--- config.mk ---
export PLATFORM = sky130hd
export DESIGN_NAME = sorted_error_log_table
export DESIGN_NICKNAME = d
export VERILOG_FILES = /design/src/rtl/core/seltab_pkg.sv /design/src/rtl/core/seltab_ram.sv /design/src/rtl/core/seltab_ctrl.sv /design/src/rtl/core/seltab_dp.sv /design/src/rtl/core/sorted_error_log_table.sv
export SDC_FILE = /design/constraint.sdc
export NUM_CORES = 1
export LEC_CHECK = 0
export BUFFER_PORTS_ARGS = -buffer_cell sky130_fd_sc_hd__buf_2
export CAP_MARGIN = 5
export CORE_MARGIN = 5
export CORE_UTILIZATION = 32
export CTS_CLUSTER_SIZE = 14
export DETAILED_ROUTE_END_ITERATION = 8
export PLACE_DENSITY = 0.6
export SKIP_LAST_GASP = 1
export SLEW_MARGIN = 20
export SYNTH_ARGS = -nofsm -noshare
export SYNTH_HDL_FRONTEND = slang
export SYNTH_SLANG_ARGS = --single-unit
--- constraint.sdc ---
create_clock -name clk -period 4 [get_ports clk]
set_input_delay 0.2 -clock clk [delete_from_list [all_inputs] [get_ports clk]]
set_output_delay 0.2 -clock clk [all_outputs]
set_load 0.02 [all_outputs]
--- src/rtl/core/seltab_pkg.sv ---
// Package for the sorted error log table: sizes, request and status codes,
// entry layout and the controller/datapath command and status structs.
// No dependencies.
`default_nettype none
package seltab_pkg;
  localparam int DefTableDepth = 32;
  localparam int LetterW   = 5;
  localparam int NumberW   = 14;
  localparam int PrioW     = 10;
  localparam int EntryW    = LetterW + NumberW + PrioW + 1;

  localparam logic [1:0] REQ_INSERT = 2'd0;
  localparam logic [1:0] REQ_PURGE  = 2'd1;
  localparam logic [1:0] REQ_KEEP   = 2'd2;
  localparam logic [1:0] REQ_READ   = 2'd3;

  localparam logic [1:0] ST_OK    = 2'd0;
  localparam logic [1:0] ST_FULL  = 2'd1;
  localparam logic [1:0] ST_RANGE = 2'd2;

  localparam logic CFG_THRESHOLD = 1'b0;
  localparam logic CFG_CRIT_LAST = 1'b1;

  typedef struct packed {
    logic [LetterW-1:0] letter;
    logic [NumberW-1:0] number;
    logic [PrioW-1:0]   prio;
    logic               critical;
  } entry_t;

  // Controller commands to the datapath.
  typedef struct packed {
    logic start;     // latch request, reset scan pointers
    logic step;      // process one entry in the current pass
    logic pass2;     // second pass of keep or insert shift
    logic finish;    // load the result register
  } seltab_cmd_t;

  // Datapath status back to the controller.
  typedef struct packed {
    logic done;      // current pass reached its end
    logic single;    // request needs no table walk
  } seltab_sts_t;
endpackage
`default_nettype wire

--- src/rtl/core/seltab_ram.sv ---
// Generic single-port-write, one-read RAM with registered read data.
// No dependencies.
`default_nettype none
module seltab_ram #(
  parameter int Width = 8,
  parameter int Depth = 32
) (
  input  wire                     clk,
  input  wire                     we,
  input  wire [$clog2(Depth)-1:0] waddr,
  input  wire [Width-1:0]         wdata,
  input  wire [$clog2(Depth)-1:0] raddr,
  output logic [Width-1:0]        rdata
);
  logic [Width-1:0] mem [Depth];

  always_ff @(posedge clk) begin
    if (we) mem[waddr] <= wdata;
    rdata <= mem[raddr];
  end
endmodule
`default_nettype wire

--- src/rtl/core/seltab_ctrl.sv ---
// Controller state machine for the sorted error log table.
// Depends on seltab_pkg.
`default_nettype none
module seltab_ctrl (
  input  wire                      clk,
  input  wire                      rst,
  input  wire                      in_fire,
  input  wire                      out_free,
  input  wire seltab_pkg::seltab_sts_t sts,
  output seltab_pkg::seltab_cmd_t  cmd,
  output logic                     busy
);
  import seltab_pkg::*;

  typedef enum logic [4:0] {
    S_IDLE  = 5'b00001,
    S_WALK1 = 5'b00010,
    S_WALK2 = 5'b00100,
    S_DONE  = 5'b01000,
    S_WAIT  = 5'b10000
  } state_t;

  state_t state, state_next;

  always_ff @(posedge clk) begin
    if (rst) state <= S_IDLE;
    else     state <= state_next;
  end

  // Next state and command decode.
  always_comb begin
    state_next = state;
    cmd = '0;
    case (state)
      S_IDLE: begin
        if (in_fire) begin
          cmd.start = 1'b1;
          state_next = S_WALK1;
        end
      end
      S_WALK1: begin
        if (sts.single || sts.done) begin
          state_next = S_WALK2;
        end else begin
          cmd.step = 1'b1;
        end
      end
      S_WALK2: begin
        cmd.pass2 = 1'b1;
        if (sts.single || sts.done) begin
          state_next = S_WAIT;
        end else begin
          cmd.step = 1'b1;
        end
      end
      S_WAIT: begin
        if (out_free) begin
          cmd.finish = 1'b1;
          state_next = S_DONE;
        end
      end
      S_DONE: state_next = S_IDLE;
      default: state_next = S_IDLE;
    endcase
  end

  assign busy = (state != S_IDLE);
endmodule
`default_nettype wire

--- src/rtl/core/seltab_dp.sv ---
// Datapath for the sorted error log table: entry RAM, scan pointers,
// fill and critical counters, and the result register.
// Depends on seltab_pkg and seltab_ram.
`default_nettype none
module seltab_dp #(
  parameter int TableDepth = seltab_pkg::DefTableDepth
) (
  input  wire                      clk,
  input  wire                      rst,
  input  wire seltab_pkg::seltab_cmd_t cmd,
  output seltab_pkg::seltab_sts_t  sts,
  input  wire [1:0]                req_type,
  input  wire [4:0]                new_letter,
  input  wire [13:0]               new_number,
  input  wire [9:0]                new_priority,
  input  wire [4:0]                read_index,
  input  wire                      cfg_we,
  input  wire                      cfg_index,
  input  wire [9:0]                cfg_data,
  output logic [1:0]               res_status,
  output logic [5:0]               res_count,
  output logic [5:0]               res_crit,
  output logic [5:0]               res_noncrit,
  output seltab_pkg::entry_t       res_entry
);
  import seltab_pkg::*;

  localparam int AW = $clog2(TableDepth);
  localparam int CW = $clog2(TableDepth + 1);

  // Configuration registers.
  logic [9:0] purge_threshold;
  logic [4:0] crit_last;
  always_ff @(posedge clk) begin
    if (rst) begin
      purge_threshold <= 10'd300;
      crit_last       <= 5'd4;
    end else if (cfg_we) begin
      if (cfg_index == CFG_THRESHOLD) purge_threshold <= cfg_data;
      else                            crit_last <= cfg_data[4:0];
    end
  end

  // Latched request.
  logic [1:0] req;
  entry_t     newe;
  logic [4:0] ridx;
  always_ff @(posedge clk) begin
    if (cmd.start) begin
      req  <= req_type;
      newe <= '{new_letter, new_number, new_priority,
                (new_letter <= crit_last)};
      ridx <= read_index;
    end
  end

  // Table RAM. The walk reads one entry a cycle: address issued at
  // pointer rp, data valid the next cycle, tagged with rv/rpos.
  logic          we;
  logic [AW-1:0] waddr, raddr;
  entry_t        wdata, rdata;
  seltab_ram #(.Width(EntryW), .Depth(TableDepth)) u_ram (
    .clk(clk), .we(we), .waddr(waddr), .wdata(wdata),
    .raddr(raddr), .rdata(rdata)
  );

  logic [CW-1:0] fill, crit_cnt;
  logic [CW-1:0] rp;      // next position to issue a read for
  logic [CW-1:0] dst;     // compaction write pointer / insert position
  logic          rv;      // rdata valid
  logic [CW-1:0] rpos;    // position of rdata
  logic [CW-1:0] new_crit;
  logic          found, ins_found, keep_done;
  logic [CW-1:0] best;
  logic [PrioW-1:0] best_prio;
  logic [1:0]    status;
  logic          walk_end;
  logic          in_range;

  assign in_range = ({{(CW > 5 ? CW-5 : 0){1'b0}}, ridx} < fill) &&
                    (32'(ridx) < 32'(TableDepth));
  assign walk_end = (rp >= fill) && !rv;

  // Requests that need no table walk: read and full insert; purge and keep walk.
  // Insert: pass 1 finds the position, pass 2 shifts from the top down.
  always_comb begin
    sts.single = 1'b0;
    if (req == REQ_READ) sts.single = rv || cmd.pass2 ? 1'b1 : 1'b0;
    if (req == REQ_INSERT && fill >= CW'(TableDepth)) sts.single = 1'b1;
    if (req == REQ_KEEP && cmd.pass2 && !found) sts.single = 1'b1;
    sts.done = walk_end;
    if (req == REQ_INSERT && !cmd.pass2) sts.done = ins_found || walk_end;
    if (req == REQ_INSERT && cmd.pass2) sts.done = (rp == dst) && !rv;
  end

  // Read address: up-walk, a down-walk for the insert shift, or the read index.
  always_comb begin
    raddr = rp[AW-1:0];
    if (req == REQ_INSERT && cmd.pass2) raddr = AW'(rp - 1'b1);
    if (req == REQ_READ) raddr = AW'(ridx);
  end

  // Write port decode.
  always_comb begin
    we = 1'b0; waddr = dst[AW-1:0]; wdata = rdata;
    if (rv && req == REQ_PURGE && cmd.pass2 == 1'b0) begin
      we = rdata.prio >= purge_threshold;
    end
    if (rv && req == REQ_KEEP && cmd.pass2) begin
      we = rdata.critical || rpos == best;
    end
    if (req == REQ_INSERT && cmd.pass2 && rv) begin
      we = 1'b1; waddr = AW'(rpos + 1'b1);
    end
    if (req == REQ_INSERT && cmd.pass2 && (rp == dst) && !rv &&
        fill < CW'(TableDepth)) begin
      we = 1'b1; waddr = dst[AW-1:0]; wdata = newe;
    end
  end

  always_ff @(posedge clk) begin
    if (rst) begin
      fill <= '0; crit_cnt <= '0; rv <= 1'b0; dst <= '0; new_crit <= '0;
    end else if (cmd.start) begin
      rp <= '0; dst <= '0; rv <= 1'b0; found <= 1'b0; ins_found <= 1'b0;
      keep_done <= 1'b0; new_crit <= '0;
      best <= '0; best_prio <= '0; status <= ST_OK;
    end else begin
      rv <= 1'b0;
      if (cmd.step && !(req == REQ_INSERT && cmd.pass2) && rp < fill) begin
        rv <= 1'b1; rpos <= rp; rp <= rp + 1'b1;
      end
      if (cmd.step && req == REQ_INSERT && cmd.pass2 && rp != dst) begin
        rv <= 1'b1; rpos <= rp - 1'b1; rp <= rp - 1'b1;
      end
      // Pass 1 data handling.
      if (rv && !cmd.pass2) begin
        case (req)
          REQ_INSERT: begin
            if (newe.letter < rdata.letter ||
                (newe.letter == rdata.letter && newe.prio > rdata.prio)) begin
              ins_found <= 1'b1; dst <= rpos; rp <= fill; rv <= 1'b0;
            end else begin
              dst <= rpos + 1'b1;
            end
          end
          REQ_PURGE: begin
            if (rdata.prio >= purge_threshold) begin
              dst <= dst + 1'b1;
              new_crit <= new_crit + CW'(rdata.critical);
            end
          end
          REQ_KEEP: begin
            if (!rdata.critical && (!found || rdata.prio > best_prio)) begin
              found <= 1'b1; best <= rpos; best_prio <= rdata.prio;
            end
          end
          default: ;
        endcase
      end
      // End of pass 1 transitions.
      if (!cmd.pass2 && !cmd.step && !cmd.finish) begin
        if (req == REQ_INSERT && !ins_found) begin
          dst <= fill; rp <= fill;
        end
        if (req == REQ_PURGE) begin
          fill <= dst; crit_cnt <= new_crit;
        end
        if (req == REQ_KEEP) begin
          rp <= '0; dst <= '0;
        end
        if (req == REQ_INSERT && fill >= CW'(TableDepth)) status <= ST_FULL;
        if (req == REQ_READ) begin
          rv <= 1'b1;
          if (!in_range) status <= ST_RANGE;
        end
      end
      // Pass 2: keep compaction.
      if (rv && cmd.pass2 && req == REQ_KEEP &&
          (rdata.critical || rpos == best)) dst <= dst + 1'b1;
      if (cmd.pass2 && req == REQ_KEEP && found && walk_end && !keep_done) begin
        keep_done <= 1'b1; fill <= dst; crit_cnt <= crit_cnt;
      end
      // Pass 2: insert final write.
      if (cmd.pass2 && req == REQ_INSERT && rp == dst && !rv &&
          fill < CW'(TableDepth) && !keep_done) begin
        keep_done <= 1'b1; fill <= fill + 1'b1;
        crit_cnt <= crit_cnt + CW'(newe.critical);
      end
    end
  end

  // Result register.
  always_ff @(posedge clk) begin
    if (cmd.finish) begin
      res_status  <= status;
      res_count   <= 6'(fill);
      res_crit    <= 6'(crit_cnt);
      res_noncrit <= 6'(fill - crit_cnt);
      res_entry   <= (req == REQ_READ && status == ST_OK) ? rdata : '0;
    end
  end
endmodule
`default_nettype wire

--- src/rtl/core/sorted_error_log_table.sv ---
// Sorted error log table, top level: stream handshake, controller, datapath.
// Purge, keep and insert requests walk the entry RAM one entry per cycle.
// Throughput: one request at a time; next beat taken after the result leaves.
// Reset (synchronous rst) empties the table and restores config defaults.
`default_nettype none
module sorted_error_log_table #(
  parameter int TABLE_DEPTH = seltab_pkg::DefTableDepth
) (
  input  wire         clk,
  input  wire         rst,
  input  wire         s_tvalid,
  output logic        s_tready,
  // req_type[1:0], new_letter[6:2], new_number[20:7], new_priority[30:21],
  // read_index[35:31], zero fill
  input  wire  [39:0] s_tdata,
  output logic        m_tvalid,
  input  wire         m_tready,
  // status[1:0], entry_count[7:2], critical_count[13:8],
  // noncritical_count[19:14], entry_letter[24:20], entry_number[38:25],
  // entry_priority[48:39], entry_critical[49], zero fill
  output logic [55:0] m_tdata,
  input  wire         cfg_we,
  input  wire         cfg_index,
  input  wire  [9:0]  cfg_data
);
  import seltab_pkg::*;

  seltab_cmd_t cmd;
  seltab_sts_t sts;
  logic        busy, in_fire;
  logic [1:0]  res_status;
  logic [5:0]  res_count, res_crit, res_noncrit;
  entry_t      res_entry;

  assign s_tready = !busy && !m_tvalid;
  assign in_fire  = s_tvalid && s_tready;

  seltab_ctrl u_ctrl (
    .clk(clk), .rst(rst), .in_fire(in_fire), .out_free(!m_tvalid),
    .sts(sts), .cmd(cmd), .busy(busy)
  );

  seltab_dp #(.TableDepth(TABLE_DEPTH)) u_dp (
    .clk(clk), .rst(rst), .cmd(cmd), .sts(sts),
    .req_type(s_tdata[1:0]), .new_letter(s_tdata[6:2]),
    .new_number(s_tdata[20:7]), .new_priority(s_tdata[30:21]),
    .read_index(s_tdata[35:31]),
    .cfg_we(cfg_we), .cfg_index(cfg_index), .cfg_data(cfg_data),
    .res_status(res_status), .res_count(res_count), .res_crit(res_crit),
    .res_noncrit(res_noncrit), .res_entry(res_entry)
  );

  // Output beat valid flag.
  always_ff @(posedge clk) begin
    if (rst) m_tvalid <= 1'b0;
    else if (cmd.finish) m_tvalid <= 1'b1;
    else if (m_tready) m_tvalid <= 1'b0;
  end

  assign m_tdata = {6'd0, res_entry.critical, res_entry.prio,
                    res_entry.number, res_entry.letter, res_noncrit,
                    res_crit, res_count, res_status};

  a_no_accept_busy: assert property (@(posedge clk) disable iff (rst)
    busy |-> !s_tready) else $error("input taken while busy");
  a_finish_free: assert property (@(posedge clk) disable iff (rst)
    cmd.finish |-> !m_tvalid) else $error("result overwritten");
  a_counts: assert property (@(posedge clk) disable iff (rst)
    m_tvalid |-> (m_tdata[13:8] + m_tdata[19:14] == m_tdata[7:2]))
    else $error("counts disagree");
endmodule
`default_nettype wire

### After elaboration in Yosys (flattened, before gate mapping)

Memory sizes are Yosys's and may differ from the RTL's. A register that Yosys moved wholly into a read port is not among the register bits.
Cells that the tools add are included.

* RAM bits: 960
* output and inout port bits: 58
* bits in read-only memories: 0
* latch bits: 0
* memories: 1
* flip-flop bits (word level): 166
* word-level logic and storage cells: 234

* reduce and logical (&&, ||, !) cells: 81
* equal/unequal tests: 17
* div/mod/pow operators: 0
* bitwise gates (word level): 4
* multiply operators: 0
* order comparisons: 10
* shift operators: 0
* mux-type cells: 82
* add/subtract/negate cells: 8

Memories
* u_dp.u_ram.mem: depth 32, width 30, read ports 1, clocked after Yosys merged registers in 1, wr ports 1, RTL line seltab_ram.sv:15 `logic [Width-1:0] mem [Depth];`

Operators by type and width (count)
* 6-bit 2-to-1 mux: 28
* 5-bit 2-to-1 mux: 8
* 1-bit logical AND: 36
* 1-bit 2-to-1 mux: 36
* 10-bit 2-to-1 mux: 3
* 30-bit 2-to-1 mux: 1
* 6-bit by 1-bit adder with 6-bit output, second input constant: 4
* 10-bit > comparator: 2
* 5-bit case mux with 4 select lines: 1
* 2-bit nonzero test: 10
* 4-bit AND reduction: 4
* 6-bit by 1-bit adder with 6-bit output: 2
* 6-bit == test: 2
* 6-bit case mux with 2 select lines: 1
* 1-bit zero test: 11
* 10-bit greater-or-equal comparator: 1
* 3-bit AND reduction: 3
* 3-bit nonzero test: 3
* 2-bit 2-to-1 mux: 4
* 2-bit AND reduction: 4
* 6-bit greater-or-equal comparator: 1
* 6-bit greater-or-equal comparator, second input constant: 1
* 1-bit logical OR: 6
* 5-bit by 6-bit less-than comparator with 1-bit output: 1
* 20 further kinds: 29

### Longest topological paths before layout

Gate-level depths: netlist of run 1.

* depth after elaboration: 20
* mapped depth: 13
* depth with buffers taken out: 10

### Modules after synthesis

A second synthesis of run 1 with hierarchy kept.

* cell total of the unflattened synthesis: 3041
* area total of the unflattened synthesis: 47534.3 sq um

Modules (own cells, without submodules)
* seltab_ram: cells each 2122, instances 1, area an instance 38059.0 sq um
* seltab_dp: cells each 869, instances 1, area an instance 9022.4 sq um
* seltab_ctrl: cells each 36, instances 1, area an instance 352.8 sq um
* sorted_error_log_table: cells each 14, instances 1, area an instance 100.1 sq um

### Worst setup path before layout of run 1

OpenSTA, ideal clock, no wires.

* kind: register to register
* start point: register u_ctrl.state[4]
* end point: memory u_dp.u_ram.mem[4][0] (netlist name) (enable)
* setup time: 0.417 ns
* path buffers: 2
* cell stages (with the launch flop): 10
* clock period less this slack: 3.890 ns
* path slack: 0.110 ns
* required time: 3.583 ns
* data arrival time: 3.473 ns
* cells stage by stage: dfxtp_1 > buf_2 > or4b_1 > nor2_1 > nand3_1 > clkbuf_1 > a21oi_1 > nor2b_1 > nand2_1 > nor2_1

* longest elaborated chain between the ends: 10

Ends and longest elaborated chain
* start, declared: RTL line seltab_ctrl.sv:23 `state_t state, state_next;`
* start signal, assigned: RTL line seltab_ctrl.sv:27 `else state <= state_next;`
* 5-bit by 3-bit == test with 1-bit output (*): RTL line seltab_ctrl.sv:34 `case (state)`
* 1-bit 2-to-1 mux (*): RTL line seltab_ctrl.sv:34
* 1-bit inverter: RTL line seltab_dp.sv:106 `if (rv && req == REQ_PURGE && cmd.pass2 == 1'b0) begin`
* 1-bit logical AND: RTL line seltab_dp.sv:106
* 1-bit 2-to-1 mux: RTL line seltab_dp.sv:106
* 1-bit 2-to-1 mux: RTL line seltab_dp.sv:109 `if (rv && req == REQ_KEEP && cmd.pass2) begin`
* 1-bit 2-to-1 mux: RTL line seltab_dp.sv:112 `if (req == REQ_INSERT && cmd.pass2 && rv) begin`
* 1-bit 2-to-1 mux: RTL line seltab_dp.sv:115 `if (req == REQ_INSERT && cmd.pass2 && (rp == dst) && !rv &&`
* 1-bit 2-to-1 mux: RTL line seltab_ram.sv:18 `if (we) mem[waddr] <= wdata;`
* 1-bit 2-to-1 mux (not written as such): RTL line seltab_ram.sv:18
* end, declared: RTL line seltab_ram.sv:15

Mark *: on every way between the ends. The rest lies on a longest branch, timed or not.

### Final worst setup path of run 1

* start point: register u_dp.rp[0]
* end point: register u_dp.u_ram.rdata[2], read port of u_dp.u_ram.mem

* longest elaborated chain between the ends: 3

Ends and longest elaborated chain
* start, declared: RTL line seltab_dp.sv:68 `logic [CW-1:0] rp;`
* start signal, assigned: RTL line seltab_dp.sv:164 `dst <= fill; rp <= fill;`
* 6-bit by 1-bit subtractor with 6-bit output: RTL line seltab_dp.sv:99 `if (req == REQ_INSERT && cmd.pass2) raddr = AW'(rp - 1'b1);`
* 5-bit 2-to-1 mux (*): RTL line seltab_dp.sv:99
* 5-bit 2-to-1 mux (*): RTL line seltab_dp.sv:100 `if (req == REQ_READ) raddr = AW'(ridx);`
* end, declared: RTL line seltab_ram.sv:13 `output logic [Width-1:0] rdata`

Marks and branches as above.
A chain may end at the register's enable or synchronous reset.

==> flow_metrics.py, run 1 <==
metrics = {
    "cts": {
        "htree_levels": 3,
        "clk_latency_ps": 710,
        "numCtsBuffers": 118,
        "clk_pin_slew_ps": 60,
        "cts_tree": "yes",
        "cts_root_buf": "clkbuf_16",
        "clock_path_buffers": 3,
        "cts_num_sinks": 1156,
    },
    "sta": {
        "finalMaxSlewViolations": 0,
        "period_needed_ps": 3650,
        "worst_pin_slew_ps": 1160,
        "hold_ws_ps": 50.4,
        "rsz0062_at_grt": "no",
        "max_slew_margin": 0.225,
        "setup_viol": 0,
        "final.setup.tns_ps": 0,
        "hold_viol_final": 0,
        "skew_ps": 28.7,
        "period_share": 0.912,
        "max_freq_mhz": 274,
    },
    "worst_setup_path": {
        "reg2reg_to": "u_dp.u_ram.rdata[2]$_DFF_P_",
        "end_kind": "flop",
        "critical_path.max_fanout": 17,
        "startpoint_type": "flop",
        "worstRegToRegCells": 11,
        "crit_chain": "inv_1, ha_1, nor3b_1, a311oi_1, a221oi_2, nor2b_1, nand2_2, buf_12, a21oi_1, a211o_1, nor4_2",
        "worst_ep_arrival_time_ps": 4190,
        "timing.rr.start": "u_dp.rp[0]$_SDFFCE_PP0N_",
        "cpMaxStageDelayCell": "nand2_2",
        "cpPeakStageDelay_ps": 480,
        "reg2reg_slack_ps": 350,
        "path_delay_family": "simple AND/OR/NAND/NOR gates",
        "crit_type": "reg2reg",
        "required_ps": 4550,
        "cp_num_buf_inv": 2,
    },
    "global_routing": {
        "grt_use_total": 0.175,
        "grt_pass1_vias": 31300,
        "antenna_found_initial": 3,
        "grt_pass1_wl_um": 210000,
        "grt_max_degree": 87,
        "grt_overflow": 0,
    },
    "outcome": {
        "outcome": "completed",
    },
    "hold_path": {
        "min_to": "u_dp.ins_found$_SDFFCE_PP0P_",
        "whs_path_depth": 3,
        "hold_class": "in2reg",
        "hp-start": "s_tvalid",
    },
    "cells_and_area": {
        "final_nets": 4208,
        "instances_no_fill": 6210,
        "final_common_cell": "edfxtp_1",
        "area_delta_synth_final_pct": 19.1,
        "final_cell_mix": "1080 x edfxtp_1, 986 x nand2_1, 294 x a21oi_1, 150 x buf_4, 148 x a32oi_1",
        "drive_above_1_share": 0.137,
    },
    "die": {
        "dieArea_um2": 159000,
        "core_um2": 150000,
        "dieWidth_um": 398,
        "initial_core_util": 0.322,
        "die_height_um": 398,
        "pin_count": 114,
        "placementRows": 142,
    },
    "logic_synthesis": {
        "ys_seq_elements": 1156,
        "ys_seq_area_frac": 0.704,
        "synthCells": 3847,
        "yosysWarnings": 0,
        "ys.flop_type": "edfxtp_1",
        "synth_edf_count": 1080,
        "synthArstFlopShare": 0,
        "netlist_area_um2": 48300,
        "syn_area_per_cell_um2": 12.5,
        "yosysUniqueCellTypes": 80,
    },
    "place": {
        "port_buffers": 103,
        "placed_cells": 5921,
        "gp_congestion": 0.884,
        "dpl.hpwl_um": 88000,
    },
    "route": {
        "final_antenna_net_count": 0,
        "drc": 0,
        "wl_um": 144000,
        "vias": 32900,
        "wl_per_cell_um": 23.2,
        "drt-pass1-iter-count": 6,
        "viasPerCell": 5.30,
        "first_iter_violations": 3728,
    },
    "pwr": {
        "p_per_area_nw_per_um2": 520,
        "ir_drop_mv": 0.382,
        "cellLeakagePower_nw": 19.6,
        "finalPower_mw": 29.9,
    },
    "job": {
        "drv_cap": 0,
    },
}
[worst register-to-register path: cells and delay by family (launching register included)]
kind / cells / cell delay [ps]
AOI/OAI and AO/OA: 4 / 930
adders and majority gates: 1 / 230
and+or+nand+nor: 4 / 1470
DFF: 1 / 390
buffers and inverters: 2 / 460
[power breakdown]
group | switching [mW] | total [mW] | leakage (nW) | internal (mW)
Combinational | 3.05 | 4.27 | 7.44 | 1.22
Clock | 4.62 | 11.0 | 1.88 | 6.37
Sequential | 0.281 | 14.6 | 10.3 | 14.3
Total | 7.95 | 29.9 | 19.6 | 21.9
[stage by stage]
stage | area [um2] | setup slack, ps | util
2_1_floorplan | 48300 | 110 | -
3_3_place_gp | 52900 | 91.7 | 0.353
3_5_place_dp | 52900 | 11.8 | 0.353
4_1_cts | 57400 | 193 | 0.383
5_1_grt | 57500 | 158 | 0.383
6_report | 57500 | 354 | 0.383
[cell families (layout without fill, tap and decap cells)]
logic type      after synthesis  count (layout)  share of synthesized area
xor+xnor                     43              43                    0.00780
mux                          33              33                    0.00752
flops                      1156            1156                      0.704
simple gates               1453            1453                      0.129
buf+inv                     326             663                     0.0274
fa+ha+maj                    66              66                     0.0173
other cells                   1              11                  0.0000777
compound gates              769             769                      0.108
[state kept, by name, summed over array words and instances (netlist names), 10 cells and up]
| name | count |
|---|---|
| u_dp.purge_threshold | 10 |
| u_dp.newe | 30 |
| u_dp.u_ram.rdata | 30 |
| u_dp.res_entry | 30 |
| u_dp.u_ram.mem | 960 |
| u_dp.best_prio | 10 |
[synth_stat cells, types with 4 or more instances]
library cell / count / area, um2
edfxtp_1: 1080 / 32400
nand2_1: 987 / 3700
a21oi_1: 294 / 1470
clkbuf_1: 170 / 638
a32oi_1: 148 / 1300
nand3_1: 144 / 721
nor2_1: 115 / 432
dfxtp_1: 76 / 1520
inv_1: 67 / 251
o22ai_1: 67 / 419
a22oi_1: 65 / 488
ha_1: 65 / 813
nor4_1: 51 / 319
buf_2: 45 / 225
nor2b_1: 44 / 275
o21ai_0: 41 / 205
a32o_1: 34 / 340
buf_1: 31 / 116
a211o_1: 29 / 254
xnor2_1: 27 / 236
and2_1: 25 / 156
nor3_1: 17 / 85.1
mux2_2: 16 / 180
mux2i_1: 16 / 160
xor2_1: 16 / 140
nand2b_1: 15 / 93.8
nand4_1: 12 / 75.1
buf_4: 11 / 82.6
a211oi_1: 10 / 75.1
and3_1: 10 / 62.6
a21o_1: 9 / 67.6
a31oi_1: 9 / 56.3
o211ai_1: 8 / 60.1
o31ai_1: 8 / 60.1
o21a_1: 6 / 45.0
o21ai_1: 6 / 30.0
nor3b_1: 5 / 37.5
o211a_1: 4 / 40.0
o22a_1: 4 / 35.0
or3_1: 4 / 25.0
[layer usage]
| layer | share of wire | GRT usage |
|---|---|---|
| met1 | 0.42 | 0.237 |
| met2 | 0.47 | 0.287 |
| met3 | 0.080 | 0.0295 |
| met4 | 0.036 | 0.0631 |
| met5 | 0 | 0 |
[how the worst max path moves through the flow]
stage	from	end	slack, ps	cells past startpoint
6_report	u_dp.rp[0]$_SDFFCE_PP0N_	u_dp.u_ram.rdata[2]$_DFF_P_	350	11
5_1_grt	u_dp.rp[0]$_SDFFCE_PP0N_	u_dp.u_ram.rdata[2]$_DFF_P_	160	11
4_1_cts	u_dp.rp[0]$_SDFFCE_PP0N_	u_dp.u_ram.rdata[2]$_DFF_P_	190	11
3_5_place_dp	u_dp.rp[0]$_SDFFCE_PP0N_	u_dp.u_ram.rdata[2]$_DFF_P_	10	11
3_3_place_gp	u_dp.rp[0]$_SDFFCE_PP0N_	u_dp.u_ram.rdata[2]$_DFF_P_	90	11
2_1_floorplan	u_ctrl.state[4]$_SDFFE_PP0P_	u_dp.u_ram.mem[4][0]$_DFFE_PP_	110	9
[area by class of cell]
cell class | instances | area (um2)
fill | 14100 | 92500
inverter | 69 | 259
tap | 2016 | 2520
antenna | 5 | 12.5
multi-input combinational | 2370 | 13500
clock inverter | 68 | 639
timing repair buffer | 371 | 3390
sequential | 1156 | 34000
clock buffer | 155 | 3230
[timing repair]
item                                    4_1_cts  5_1_grt
setup buffers                                 0        0
endpoints found under the hold margin        57        0
hold buffers                                 61        0
endpoints found under the setup margin        1        1
resized for setup                             1        1
No activity file was read; power rests on OpenSTA's default activity.
==> run 2: changes to the inputs <==
--- a/config.mk
+++ b/config.mk
@@ -5,6 +5,7 @@
 export SDC_FILE = /design/constraint.sdc
 export NUM_CORES = 1
 export LEC_CHECK = 0
+export ABC_AREA = 1
 export BUFFER_PORTS_ARGS = -buffer_cell sky130_fd_sc_hd__buf_2
 export CAP_MARGIN = 5
 export CORE_MARGIN = 5
==> flow_metrics.py, run 2 <==
metrics = {
    "logic_synthesis": {
        "netlist_area_um2": 49900,
        "synth_edf_count": 1080,
        "yosysMostFrequentCell": "edfxtp_1",
        "yosysTopAreaCellShare": 0.650,
        "synthArstFlopShare": 0,
        "ys_top_cells_by_count": "1080 x edfxtp_1, 1029 x nand2_1, 647 x inv_1",
        "ys_seq_elements": 1156,
        "synthTopCellsByArea": "edfxtp_1 65%, nand2_1 7.7%, o211ai_1 5.1%",
        "yosysUniqueCellTypes": 51,
        "ys_seq_area_frac": 0.681,
        "synthCells": 4484,
        "ys.flop_type": "edfxtp_1",
        "yosysWarnings": 0,
        "syn_area_per_cell_um2": 11.1,
        "synth_area_leader_cell": "edfxtp_1",
    },
    "global_routing": {
        "grt_use_total": 0.157,
        "grt_pass1_wl_um": 197000,
        "grt_max_degree": 153,
        "grt_pass1_vias": 31500,
        "grt_overflow": 0,
        "antenna_found_initial": 1,
    },
    "pwr": {
        "finalPower_mw": 39.1,
        "p_per_area_nw_per_um2": 667,
        "cellLeakagePower_nw": 22.5,
        "ir_drop_mv": 0.554,
    },
    "sta": {
        "max_freq_mhz": 275,
        "period_needed_ps": 3640,
        "setup_slack_ps": 360,
        "skew_ps": 29.9,
        "final.setup.tns_ps": 0,
        "setup_viol": 0,
        "rsz0062_at_grt": "no",
        "max_slew_margin": 0.268,
        "hold_viol_final": 0,
        "period_share": 0.910,
        "finalMaxSlewViolations": 0,
        "worst_pin_slew_ps": 1100,
    },
    "cells_and_area": {
        "multiInputGateArea_um2": 12800,
        "largest_reg_flops": 960,
        "final_nets": 4825,
        "n_antenna_cell": 0,
        "seq_area_um2": 34000,
        "final_cell_mix": "1080 x edfxtp_1, 1029 x nand2_1, 647 x inv_1, 411 x nand3_1, 339 x o211ai_1",
        "final_common_cell": "edfxtp_1",
        "instances_no_fill": 6847,
        "drive_above_1_share": 0.115,
        "fin_area_um2": 58600,
        "top_register": "u_dp.u_ram.mem",
        "fill_cells": 14700,
        "area_delta_synth_final_pct": 17.6,
    },
    "die": {
        "core_um2": 154000,
        "dieWidth_um": 405,
        "pin_count": 114,
        "initial_core_util": 0.323,
        "placementRows": 144,
        "dieArea_um2": 164000,
        "die_height_um": 405,
    },
    "worst_setup_path": {
        "reg2reg_to": "u_dp.u_ram.mem[21][26]$_DFFE_PP_",
        "worstRegToRegCells": 12,
        "startpoint_type": "flop",
        "worst_ep_arrival_time_ps": 4070,
        "crit_type": "reg2reg",
        "timing.rr.start": "u_dp.req[0]$_DFFE_PP_",
        "end_kind": "flop",
        "critical_path.max_fanout": 25,
        "reg2reg_slack_ps": 360,
        "required_ps": 4430,
    },
    "place": {
        "placed_area_um2": 54200,
        "port_buffers": 103,
        "gp_congestion": 0.925,
        "placed_cells": 6571,
        "pre_cts_ws_ps": 344,
        "dpl.hpwl_um": 80100,
    },
    "route": {
        "vias": 33200,
        "wl_um": 131000,
        "dr_wl_met2_um": 62800,
        "wl_per_cell_um": 19.2,
        "routed.top_layer": "met4",
        "first_iter_violations": 2799,
        "viasPerCell": 4.85,
        "met3WireLength_um": 7650,
        "wl_met1_um": 56900,
        "drc": 0,
        "final_antenna_net_count": 0,
        "drt-pass1-iter-count": 5,
    },
    "cts": {
        "cts_num_sinks": 1156,
        "htree_levels": 3,
        "clk_latency_ps": 730,
        "clk_pin_slew_ps": 60,
        "cts_root_buf": "clkbuf_16",
        "numCtsBuffers": 114,
        "clock_path_buffers": 3,
        "cts_tree": "yes",
    },
    "job": {
        "drv_cap": 0,
    },
    "hold_path": {
        "hp-start": "s_tdata[24]",
        "hold_class": "in2reg",
        "whs_path_depth": 2,
        "min_to": "u_dp.newe[4]$_DFFE_PP_",
    },
    "outcome": {
        "outcome": "completed",
    },
}
[run 2: worst max path at each step]
stage | cells after the start | slack, ps | endpoint | from
finish | 12 | 360 | u_dp.u_ram.mem[21][26]$_DFFE_PP_ | u_dp.req[0]$_DFFE_PP_
floorplan | 11 | 430 | u_dp.u_ram.mem[0][0]$_DFFE_PP_ | u_dp.purge_threshold[9]$_SDFFE_PP0P_
CTS | 12 | 340 | u_dp.u_ram.mem[21][26]$_DFFE_PP_ | u_dp.req[0]$_DFFE_PP_
global route | 12 | 100 | u_dp.u_ram.mem[21][28]$_DFFE_PP_ | u_dp.req[0]$_DFFE_PP_
detailed placement | 12 | 340 | u_dp.u_ram.mem[21][26]$_DFFE_PP_ | u_dp.req[0]$_DFFE_PP_
global placement | 12 | 380 | u_dp.u_ram.mem[21][26]$_DFFE_PP_ | u_dp.req[0]$_DFFE_PP_
[run 2: layout make-up]
type                       count  area share
clock inverter                70      0.0128
clock buffer                 146      0.0528
sequential                  1156       0.579
timing repair buffer         336      0.0517
multi-input combinational   2436       0.218
tap                         2044      0.0436
inverter                     659      0.0424
[run 2: logic make-up (layout without fill, tap and decap cells)]
| logic type | Yosys count | in the layout | synth area share |
|---|---|---|---|
| compound gates | 661 | 661 | 0.0847 |
| simple gates | 1679 | 1679 | 0.141 |
| buf+inv | 897 | 1211 | 0.0722 |
| fa+ha+maj | 66 | 66 | 0.0167 |
| other cells | 1 | 6 | 0.0000752 |
| xor+xnor | 24 | 24 | 0.00422 |
| flops | 1156 | 1156 | 0.681 |
[run 2: what timing repair did]
item	4_1_cts	5_1_grt
setup buffers	0	0
hold buffers	59	0
gates resized for setup	0	0
endpoints found under the hold margin	60	0
[run 2: metrics by stage]
stage	hold WS, ps	util
finish	192	0.380
global route	163	0.380
CTS	130	0.380
detailed placement	378	0.351
global placement	378	0.351
floorplan	299	-
[run 2: power by group]
group,internal [mW],switching (mW),leakage (nW)
Sequential,15.3,0.372,10.4
Clock,6.27,4.64,1.87
Combinational,3.56,9.01,10.2
Total,25.1,14.0,22.5
[run 2: metal layers]
layer | track usage | up-vias
met1 | 0.209 | 16100
li1 | - | 15800
met3 | 0.0176 | 194
met4 | 0.0530 | 0
met2 | 0.266 | 1034
met5 | 0 | -
[run 2: worst max-delay path, cell delays in order, from the launching register on]
cell,delay (ps)
edfxtp_1,410
inv_1,170
nand2_2,140
inv_4,130
nand2_2,70
nor2_1,180
inv_1,140
o21ai_0,470
inv_1,120
nor2_1,150
nand2_1,170
nor2_4,880
buf_4,300
